$ cat src/rtl/frm_pkg.sv
package frm_pkg;

	localparam int MAX_SAMPLES = 4096;

	localparam int SAMPLE_W = 16;
	localparam int MAG_W    = 16;
	localparam int SQ_W     = 31;
	localparam int SUM_W    = 42;
	localparam int CNT_W    = $clog2(MAX_SAMPLES + 1);
	localparam int FCNT_W   = 13;
	localparam int FS_W     = 24;
	localparam int RMS_W    = 24;
	localparam int FRAC_W   = 8;

	localparam int MEAN_W   = 31;
	localparam int ROOT_W   = 24;
	localparam int RAD_W    = 2 * ROOT_W;
	localparam int RREM_W   = ROOT_W + 2;
	localparam int PROD_W   = ROOT_W + FS_W;
	localparam int RND_SH   = 23;

	localparam int DIV_STEPS  = SUM_W;
	localparam int ROOT_STEPS = ROOT_W;
	localparam int STEP_W     = $clog2(DIV_STEPS);

	localparam int Q_DEPTH = 4;
	localparam int QPTR_W  = $clog2(Q_DEPTH);
	localparam int QLVL_W  = $clog2(Q_DEPTH + 1);

	localparam logic [SUM_W-1:0] SUM_LIMIT = {SUM_W{1'b1}};
	localparam logic [FS_W-1:0]  FS_RESET  = FS_W'(3300000);

	typedef struct packed {
		logic signed [SAMPLE_W-1:0] sample;
		logic                       last_sample;
	} in_item_t;

	typedef struct packed {
		logic [RMS_W-1:0]  rms_microvolts;
		logic [FCNT_W-1:0] frame_count;
		logic              overflow;
	} out_item_t;

	typedef struct packed {
		logic [SUM_W-1:0] sum;
		logic [CNT_W-1:0] count;
		logic             overflow;
	} frame_t;

	typedef enum logic [2:0] {
		BK_IDLE,
		BK_DIV,
		BK_ROOT,
		BK_MUL,
		BK_OUT
	} back_state_t;

endpackage

$ cat src/rtl/frm_front.sv
module frm_front (
	input  logic                 clk,
	input  logic                 arst_n,
	input  logic                 push,
	output logic                 full,
	input  frm_pkg::in_item_t    item,
	input  logic [frm_pkg::QLVL_W-1:0] q_level,
	output logic                 q_push,
	output frm_pkg::frame_t      q_data
);
	import frm_pkg::*;

	logic               accept;
	logic               valid_s1, last_s1;
	logic [MAG_W-1:0]   mag_s1;
	logic               valid_s2, last_s2;
	logic [SQ_W-1:0]    sq_s2;
	logic [2*MAG_W-1:0] prod;
	logic [SUM_W-1:0]   sum_q, sum_new;
	logic [CNT_W-1:0]   cnt_q, cnt_new;
	logic               ovf_q, ovf_new;
	logic [SUM_W:0]     sum_add;
	logic               room;
	logic [1:0]         pending;
	logic [QLVL_W:0]    committed;

	// Every frame end still in the pipeline must find a queue slot.
	assign pending   = 2'(valid_s1 & last_s1) + 2'(valid_s2 & last_s2);
	assign committed = (QLVL_W+1)'(q_level) + (QLVL_W+1)'(pending);
	assign full      = committed >= (QLVL_W+1)'(Q_DEPTH);
	assign accept    = push & ~full;

	assign prod = mag_s1 * mag_s1;

	always_ff @(posedge clk or negedge arst_n) begin
		if (!arst_n) begin
			valid_s1 <= 1'b0;
			valid_s2 <= 1'b0;
		end else begin
			valid_s1 <= accept;
			valid_s2 <= valid_s1;
		end
	end

	always_ff @(posedge clk) begin
		mag_s1  <= item.sample[SAMPLE_W-1] ? MAG_W'(-item.sample) : MAG_W'(item.sample);
		last_s1 <= item.last_sample;
		sq_s2   <= prod[SQ_W-1:0];
		last_s2 <= last_s1;
	end

	always_comb begin
		room    = cnt_q < CNT_W'(MAX_SAMPLES);
		sum_add = {1'b0, sum_q} + (SUM_W+1)'(sq_s2);
		sum_new = sum_q;
		cnt_new = cnt_q;
		ovf_new = ovf_q;
		if (room) begin
			sum_new = sum_add[SUM_W] ? SUM_LIMIT : sum_add[SUM_W-1:0];
			cnt_new = cnt_q + CNT_W'(1);
		end else begin
			ovf_new = 1'b1;
		end
	end

	assign q_push         = valid_s2 & last_s2;
	assign q_data.sum      = sum_new;
	assign q_data.count    = cnt_new;
	assign q_data.overflow = ovf_new;

	always_ff @(posedge clk or negedge arst_n) begin
		if (!arst_n) begin
			sum_q <= '0;
			cnt_q <= '0;
			ovf_q <= 1'b0;
		end else if (valid_s2) begin
			if (last_s2) begin
				sum_q <= '0;
				cnt_q <= '0;
				ovf_q <= 1'b0;
			end else begin
				sum_q <= sum_new;
				cnt_q <= cnt_new;
				ovf_q <= ovf_new;
			end
		end
	end

endmodule

$ cat src/rtl/frm_queue.sv
module frm_queue (
	input  logic                clk,
	input  logic                arst_n,
	input  logic                push,
	input  frm_pkg::frame_t     wr_data,
	input  logic                pop,
	output frm_pkg::frame_t     rd_data,
	output logic                empty,
	output logic [frm_pkg::QLVL_W-1:0] level
);
	import frm_pkg::*;

	frame_t            mem_q [Q_DEPTH];
	logic [QPTR_W-1:0] wr_ptr_q, rd_ptr_q;
	logic [QLVL_W-1:0] level_q;

	assign level   = level_q;
	assign empty   = level_q == '0;
	assign rd_data = mem_q[rd_ptr_q];

	always_ff @(posedge clk) begin
		if (push) begin
			mem_q[wr_ptr_q] <= wr_data;
		end
	end

	always_ff @(posedge clk or negedge arst_n) begin
		if (!arst_n) begin
			wr_ptr_q <= '0;
			rd_ptr_q <= '0;
			level_q  <= '0;
		end else begin
			if (push) begin
				wr_ptr_q <= wr_ptr_q + QPTR_W'(1);
			end
			if (pop) begin
				rd_ptr_q <= rd_ptr_q + QPTR_W'(1);
			end
			level_q <= level_q + QLVL_W'(push) - QLVL_W'(pop);
		end
	end

	a_no_overrun: assert property (@(posedge clk) disable iff (!arst_n)
		push && !pop |-> level_q != QLVL_W'(Q_DEPTH))
		else $error("Frame queue written while full.");

	a_no_underrun: assert property (@(posedge clk) disable iff (!arst_n)
		pop |-> level_q != '0)
		else $error("Frame queue read while empty.");

endmodule

$ cat src/rtl/frm_back.sv
module frm_back (
	input  logic                     clk,
	input  logic                     arst_n,
	input  frm_pkg::frame_t          q_data,
	input  logic                     q_empty,
	output logic                     q_pop,
	input  logic [frm_pkg::FS_W-1:0] full_scale,
	output logic                     empty,
	input  logic                     pop,
	output frm_pkg::out_item_t       result
);
	import frm_pkg::*;

	back_state_t        state_q, state_d;
	logic [STEP_W-1:0]  step_q;
	logic [SUM_W-1:0]   quo_q;
	logic [CNT_W-1:0]   drem_q, div_q;
	logic               cnt_zero_q;
	logic [FCNT_W-1:0]  fcnt_q;
	logic               ovf_q;
	logic [RAD_W-1:0]   rad_q;
	logic [RREM_W-1:0]  rrem_q;
	logic [ROOT_W-1:0]  root_q;
	logic [PROD_W-1:0]  prod_q;
	logic               out_valid_q;
	out_item_t          result_q;

	logic [CNT_W:0]     dshift;
	logic               dfit;
	logic [RREM_W+1:0]  rshift, rtrial;
	logic               rfit;
	logic [PROD_W:0]    rounded;
	logic [PROD_W-RND_SH:0] scaled;
	logic [RMS_W-1:0]   rms;
	logic               out_free, load_out;
	logic               last_step;

	assign out_free = ~out_valid_q | pop;

	always_comb begin
		dshift = {drem_q, quo_q[SUM_W-1]};
		dfit   = dshift >= (CNT_W+1)'(div_q);

		rshift = {rrem_q, rad_q[RAD_W-1 -: 2]};
		rtrial = (RREM_W+2)'({root_q, 2'b01});
		rfit   = rshift >= rtrial;

		rounded = {1'b0, prod_q} + (PROD_W+1)'(1 << (RND_SH - 1));
		scaled  = rounded[PROD_W:RND_SH];
		rms     = (|scaled[PROD_W-RND_SH:RMS_W]) ? {RMS_W{1'b1}} : scaled[RMS_W-1:0];
	end

	always_ff @(posedge clk or negedge arst_n) begin
		if (!arst_n) begin
			state_q <= BK_IDLE;
		end else begin
			state_q <= state_d;
		end
	end

	always_comb begin
		state_d   = state_q;
		q_pop     = 1'b0;
		load_out  = 1'b0;
		last_step = 1'b0;
		unique case (state_q)
			BK_IDLE: begin
				if (!q_empty) begin
					q_pop   = 1'b1;
					state_d = BK_DIV;
				end
			end
			BK_DIV: begin
				last_step = step_q == STEP_W'(DIV_STEPS - 1);
				if (last_step) begin
					state_d = BK_ROOT;
				end
			end
			BK_ROOT: begin
				last_step = step_q == STEP_W'(ROOT_STEPS - 1);
				if (last_step) begin
					state_d = BK_MUL;
				end
			end
			BK_MUL: begin
				state_d = BK_OUT;
			end
			BK_OUT: begin
				if (out_free) begin
					load_out = 1'b1;
					state_d  = BK_IDLE;
				end
			end
			default: begin
				state_d = BK_IDLE;
			end
		endcase
	end

	function automatic logic [MEAN_W-1:0] mean_next(input logic [SUM_W-1:0] quo,
			input logic bit_in, input logic zero);
		logic [SUM_W-1:0] q;
		q = {quo[SUM_W-2:0], bit_in};
		return zero ? '0 : q[MEAN_W-1:0];
	endfunction

	always_ff @(posedge clk) begin
		unique case (state_q)
			BK_IDLE: begin
				quo_q      <= q_data.sum;
				drem_q     <= '0;
				div_q      <= q_data.count;
				cnt_zero_q <= q_data.count == '0;
				fcnt_q     <= q_data.count[FCNT_W-1:0];
				ovf_q      <= q_data.overflow;
				step_q     <= '0;
			end
			BK_DIV: begin
				quo_q  <= {quo_q[SUM_W-2:0], dfit};
				drem_q <= dfit ? CNT_W'(dshift - (CNT_W+1)'(div_q)) : dshift[CNT_W-1:0];
				step_q <= last_step ? '0 : step_q + STEP_W'(1);
				if (last_step) begin
					rrem_q <= '0;
					root_q <= '0;
				end
			end
			BK_ROOT: begin
				rad_q  <= {rad_q[RAD_W-3:0], 2'b00};
				rrem_q <= rfit ? RREM_W'(rshift - rtrial) : rshift[RREM_W-1:0];
				root_q <= {root_q[ROOT_W-2:0], rfit};
				step_q <= step_q + STEP_W'(1);
			end
			BK_MUL: begin
				prod_q <= root_q * full_scale;
			end
			BK_OUT: begin
				step_q <= '0;
			end
			default: begin
				step_q <= '0;
			end
		endcase
		// The radicand is the mean with 2 * FRAC_W fraction bits appended.
		if (state_q == BK_DIV && last_step) begin
			rad_q <= RAD_W'({mean_next(quo_q, dfit, cnt_zero_q), {(2*FRAC_W){1'b0}}});
		end
		if (load_out) begin
			result_q.rms_microvolts <= rms;
			result_q.frame_count    <= fcnt_q;
			result_q.overflow       <= ovf_q;
		end
	end

	always_ff @(posedge clk or negedge arst_n) begin
		if (!arst_n) begin
			out_valid_q <= 1'b0;
		end else if (load_out) begin
			out_valid_q <= 1'b1;
		end else if (pop) begin
			out_valid_q <= 1'b0;
		end
	end

	assign empty  = ~out_valid_q;
	assign result = result_q;

	a_root_steps: assert property (@(posedge clk) disable iff (!arst_n)
		state_q == BK_ROOT |-> step_q < STEP_W'(ROOT_STEPS))
		else $error("Square root ran past its last step.");

	a_div_to_root: assert property (@(posedge clk) disable iff (!arst_n)
		state_q == BK_DIV && step_q == STEP_W'(DIV_STEPS - 1) |=> state_q == BK_ROOT)
		else $error("Division did not hand over to the square root.");

	a_load_valid: assert property (@(posedge clk) disable iff (!arst_n)
		state_q == BK_OUT && out_free |=> out_valid_q && state_q == BK_IDLE)
		else $error("Finished result was not presented.");

endmodule

$ cat src/rtl/frame_rms_meter_core.sv
// RMS meter for frames of signed 16-bit converter samples. Samples enter one per
// clock while full is low; each is squared and added to a saturating 42-bit sum,
// and the flagged last sample closes the frame, whose sum, count and overflow flag
// go into a four-entry queue. A sequential back end divides the sum by the count in
// 42 steps, one quotient bit each, takes the square root with 8 fraction bits in 24
// steps, one root bit each, scales by the full-scale register with one 24 x 24
// multiply and rounds. Frames long enough for the back end to finish the previous
// one stream at one sample per clock; shorter frames fill the queue and full is
// raised until the back end catches up. At most 4096 samples count per frame; further
// samples are dropped and the result carries the overflow flag. The user must write
// the full-scale register only while the block is idle; this is not enforced.
module frame_rms_meter_core (
	input  logic                     clk,
	input  logic                     arst_n,
	input  logic                     push,
	output logic                     full,
	input  frm_pkg::in_item_t        item,
	output logic                     empty,
	input  logic                     pop,
	output frm_pkg::out_item_t       result,
	input  logic                     cfg_valid,
	output logic                     cfg_ready,
	input  logic [frm_pkg::FS_W-1:0] cfg_data
);
	import frm_pkg::*;

	logic [FS_W-1:0]   fs_q;
	logic              q_push, q_pop, q_empty;
	logic [QLVL_W-1:0] q_level;
	frame_t            q_wr, q_rd;

	assign cfg_ready = 1'b1;

	always_ff @(posedge clk or negedge arst_n) begin
		if (!arst_n) begin
			fs_q <= FS_RESET;
		end else if (cfg_valid && cfg_ready) begin
			fs_q <= cfg_data;
		end
	end

	frm_front u_front (
		.clk     (clk),
		.arst_n  (arst_n),
		.push    (push),
		.full    (full),
		.item    (item),
		.q_level (q_level),
		.q_push  (q_push),
		.q_data  (q_wr)
	);

	frm_queue u_queue (
		.clk     (clk),
		.arst_n  (arst_n),
		.push    (q_push),
		.wr_data (q_wr),
		.pop     (q_pop),
		.rd_data (q_rd),
		.empty   (q_empty),
		.level   (q_level)
	);

	frm_back u_back (
		.clk        (clk),
		.arst_n     (arst_n),
		.q_data     (q_rd),
		.q_empty    (q_empty),
		.q_pop      (q_pop),
		.full_scale (fs_q),
		.empty      (empty),
		.pop        (pop),
		.result     (result)
	);

endmodule
$ cat config.mk
export PLATFORM = sky130hd
export DESIGN_NAME = frame_rms_meter_core
export DESIGN_NICKNAME = d
export VERILOG_FILES = /design/src/rtl/frm_pkg.sv /design/src/rtl/frm_front.sv /design/src/rtl/frm_queue.sv /design/src/rtl/frm_back.sv /design/src/rtl/frame_rms_meter_core.sv
export SDC_FILE = /design/constraint.sdc
export NUM_CORES = 2
export LEC_CHECK = 0
export BUFFER_PORTS_ARGS = -buffer_cell sky130_fd_sc_hd__buf_2
export CAP_MARGIN = 20
export CORE_ASPECT_RATIO = 0.9
export CORE_MARGIN = 4
export CORE_UTILIZATION = 60
export DETAILED_ROUTE_END_ITERATION = 16
export GPL_TIMING_DRIVEN = 0
export MAX_ROUTING_LAYER = met4
export PLACE_DENSITY = 0.75
export RECOVER_POWER = 25
export SYNTH_ARGS = -nofsm -noshare
export SYNTH_HDL_FRONTEND = slang
export SYNTH_HIERARCHICAL = 1
export SYNTH_SLANG_ARGS = --single-unit
$ cat constraint.sdc
create_clock -name clk -period 19.3 [get_ports clk]
set_clock_uncertainty 0.05 [all_clocks]
set_input_delay 0.965 -clock clk [delete_from_list [all_inputs] [get_ports clk]]
set_output_delay 0.965 -clock clk [all_outputs]
set_load 0.02 [all_outputs]
==> results.cfg <==
[hold_path]
worstHoldStart = u_front/last_s1$_DFF_P_
worst_hold_path.endpoint = u_front/last_s2$_DFF_P_
worstHoldPathType = reg2reg
min_path_cells = 0

[floorplanning]
die_width_um = 319
die_area_um2 = 92000
placementRows = 102
ios = 87
design.core.area_um2 = 86300
initial_core_util = 0.607
die_height_um = 288

[synthesis]
synth-edff-count = 445
synth_top_area_share = 0.255
syn_inst_count = 4964
synthesis.nets = 6005
synth.avg_cell_area_um2 = 10.5
synth.ff_latch_count = 587
synth_top_flop_cell = sky130_fd_sc_hd__edfxtp_1
synth_async_sr_flop_share = 0.158
seq_area_frac_synth = 0.319
netlist_area_um2 = 52300
synth.most_common_cell = sky130_fd_sc_hd__inv_1
post_synth_top_cells = sky130_fd_sc_hd__inv_1, sky130_fd_sc_hd__nand2_1, sky130_fd_sc_hd__fa_1, sky130_fd_sc_hd__edfxtp_1, sky130_fd_sc_hd__ha_1
synth.lib_cells_used.distinct = 93
yosysWarningCount = 6
netlist.top_cell.by_area = sky130_fd_sc_hd__edfxtp_1
main_area_contributors_after_synthesis = sky130_fd_sc_hd__edfxtp_1, sky130_fd_sc_hd__fa_1, sky130_fd_sc_hd__ha_1

[clock_network]
cts_inserted_buffers = 61
ctsLongestPathBuffers = 3
insertion_delay_ns = 0.67
ctsHtreeMaxLevel = 2
cts_tree = yes
ctsRootBufferMaster = sky130_fd_sc_hd__clkbuf_16
cts_post_setup_buffers_inserted = 0
cts.reportedPaths.clkPinSlew_ns = 0.06
resized_gates_after_cts = 0
cts.hold.buffers_added = 0
cts_num_sinks = 587

[cells_and_area]
final_net_count = 6159
post_route_cells_drive_above_1_share = 0.0629
flow.area_growth_from_synthesis_pct = 7.59
fillers = 6800
post_layout_nonfiller_instances = 6315

[worst_setup_path]
worst-r2r-cell-count = 23
worst-path-buf-inv = 6
largest_stage_delay_worst_path_ns = 0.77
timing.reg2reg.setup_slack_ns = 10.27
timing.rr.start = fs_q[4]$_DFFE_PN0P_
crit_arrival_ns = 9.37
setup.worst_path.end_class = register
critical-path-top-delay-family = adder cells
required_ns = 19.64
crit_path_start_kind = register
crit_slowest_cell = sky130_fd_sc_hd__clkbuf_1
most_prevalent_standard_cell_on_the_critical_path = sky130_fd_sc_hd__fa_1
crit_path_cell_trace = clkbuf_1 > nand2_1 > fa_1 > inv_1 > fa_1 > inv_1 > fa_1 > fa_1 > inv_1 > fa_1 > fa_1 > inv_1 > fa_1 > inv_1 > ha_1 > nand3_1 > nor4_1 > nand4b_1 > nand4_1 > nand2_1 > o311ai_0 > nand2_1 > xnor2_1
regToRegEndpoint = u_back/prod_q[42]$_DFFE_PP_
type_of_the_worst_setup_path = reg2reg
critical_path.max_fanout = 10

[placed_design]
io_buffers = 84
dp.final_hpwl_um = 102000
place.gp.congestion = 0.976
dp_cells = 6199
dp_worst_setup_slack_ns = 10.39

[status]
failed_checks = max-capacitance violations, max-slew violations
result_of_the_run = complete, but fails checks

[drt]
ant_nets = 0
post-route-drc-count = 0
totalWireLength_um = 133000
dr.pass1.iters = 6
wl_per_cell_um = 21.1
routed-via-count = 36700
drt-initial-drc-count = 3475
vias_per_cell = 5.81

[global_route]
grt_antenna_before_repair = 3
grt_pass1_wl_um = 213000
globalRoute.totalOverflow = 0
first_global_vias = 38500
grt_max_degree = 57
grt_usage = 0.306

[flow_run]
max_cap_violations = 5

[sta]
number_of_setup_violations_in_the_final_report = 0
unrepaired_setup_endpoints_after_global_routing = false
final-max-slew-violation-count = 168
max_slew.worst_pin.slew_ns = 3.33
min_period_ns = 9.03
fin_setup_tns_ns = 0
worst_slack_ns = 10.27
report.final.hold_viol_count = 0
max_slew_margin = -1.22
achievable-frequency_mhz = 111
final.period_utilization = 0.468
[cells by family (layout without fill, tap and decap cells)]
group | Yosys count | count (layout) | share of synthesized area
AND/OR/NAND/NOR | 1516 | 1516 | 0.139
buffers and inverters | 1065 | 1270 | 0.0799
flip-flops | 587 | 587 | 0.319
multiplexers | 96 | 96 | 0.0338
AO/OA/AOI/OAI | 529 | 529 | 0.0683
adder cells (fa/ha/maj) | 995 | 995 | 0.330
XOR/XNOR | 175 | 175 | 0.0293
other | 1 | 3 | 0.0000717
[worst max-delay path by stage]
stage	slack, ns	cells past startpoint	from	endpoint
after floorplan	12.51	23	fs_q[5]$_DFFE_PN1P_	u_back/prod_q[33]$_DFFE_PP_
after global routing	9.91	23	fs_q[4]$_DFFE_PN0P_	u_back/prod_q[42]$_DFFE_PP_
final	10.27	23	fs_q[4]$_DFFE_PN0P_	u_back/prod_q[42]$_DFFE_PP_
after global placement	10.47	23	fs_q[4]$_DFFE_PN0P_	u_back/prod_q[42]$_DFFE_PP_
after detailed placement	10.39	23	fs_q[4]$_DFFE_PN0P_	u_back/prod_q[42]$_DFFE_PP_
after CTS	10.37	23	fs_q[4]$_DFFE_PN0P_	u_back/prod_q[42]$_DFFE_PP_
[routing by layer]
layer,vias up,part of all wire,global-route usage
met4,0,0.051,0.126
met3,403,0.091,0.0563
met1,18200,0.39,0.394
li1,16400,-,-
met5,-,0,-
met2,1721,0.47,0.486
[state kept, by name (all words and copies together) (netlist names), 26 cells and up]
signal	count
u_back/prod_q	26
u_front/sum_q	42
u_back/quo_q	42
u_back/rrem_q	26
u_back/result	38
u_front/sq_s2	30
u_queue/mem_q	224
u_back/rad_q	32
[layout by cell type, fill, tap and decap left out, drive strengths merged, types with 48 or more instances in the layout]
cell	synthesis	final
and2	342	342
o21ai	82	82
nor2	170	170
nor3	50	50
a21oi	161	161
inv	851	855
clkbuf	176	271
dfrtp	84	84
fa	645	645
dfxtp	49	49
ha	350	350
xnor2	127	127
mux4	56	56
edfxtp	445	445
xor2	48	48
buf	37	101
nand2	712	712
a21o	60	60
[stage by stage]
stage	area, µm²	util	hold slack, ns
2_1_floorplan	52300	-	0.273
3_3_place_gp	54200	0.628	0.286
3_5_place_dp	54400	0.630	0.288
4_1_cts	56500	0.655	0.251
5_1_grt	56300	0.653	0.311
6_report	56300	0.653	0.298
[area by class of cell]
| type | count | area (µm²) | area share |
|---|---|---|---|
| sequential | 587 | 16700 | 0.296 |
| tap | 1144 | 1430 | 0.0254 |
| buffer | 213 | 915 | 0.0162 |
| clock inverter | 46 | 607 | 0.0108 |
| timing repair buffer | 91 | 469 | 0.00833 |
| antenna | 2 | 5.00 | 0.0000889 |
| inverter | 852 | 3200 | 0.0568 |
| multi-input combinational | 3312 | 31400 | 0.558 |
| clock buffer | 68 | 1580 | 0.0281 |
Power is left out: the tool's default activity adds up to more than one toggle a clock period on the data nets, which glitch-free logic cannot reach.
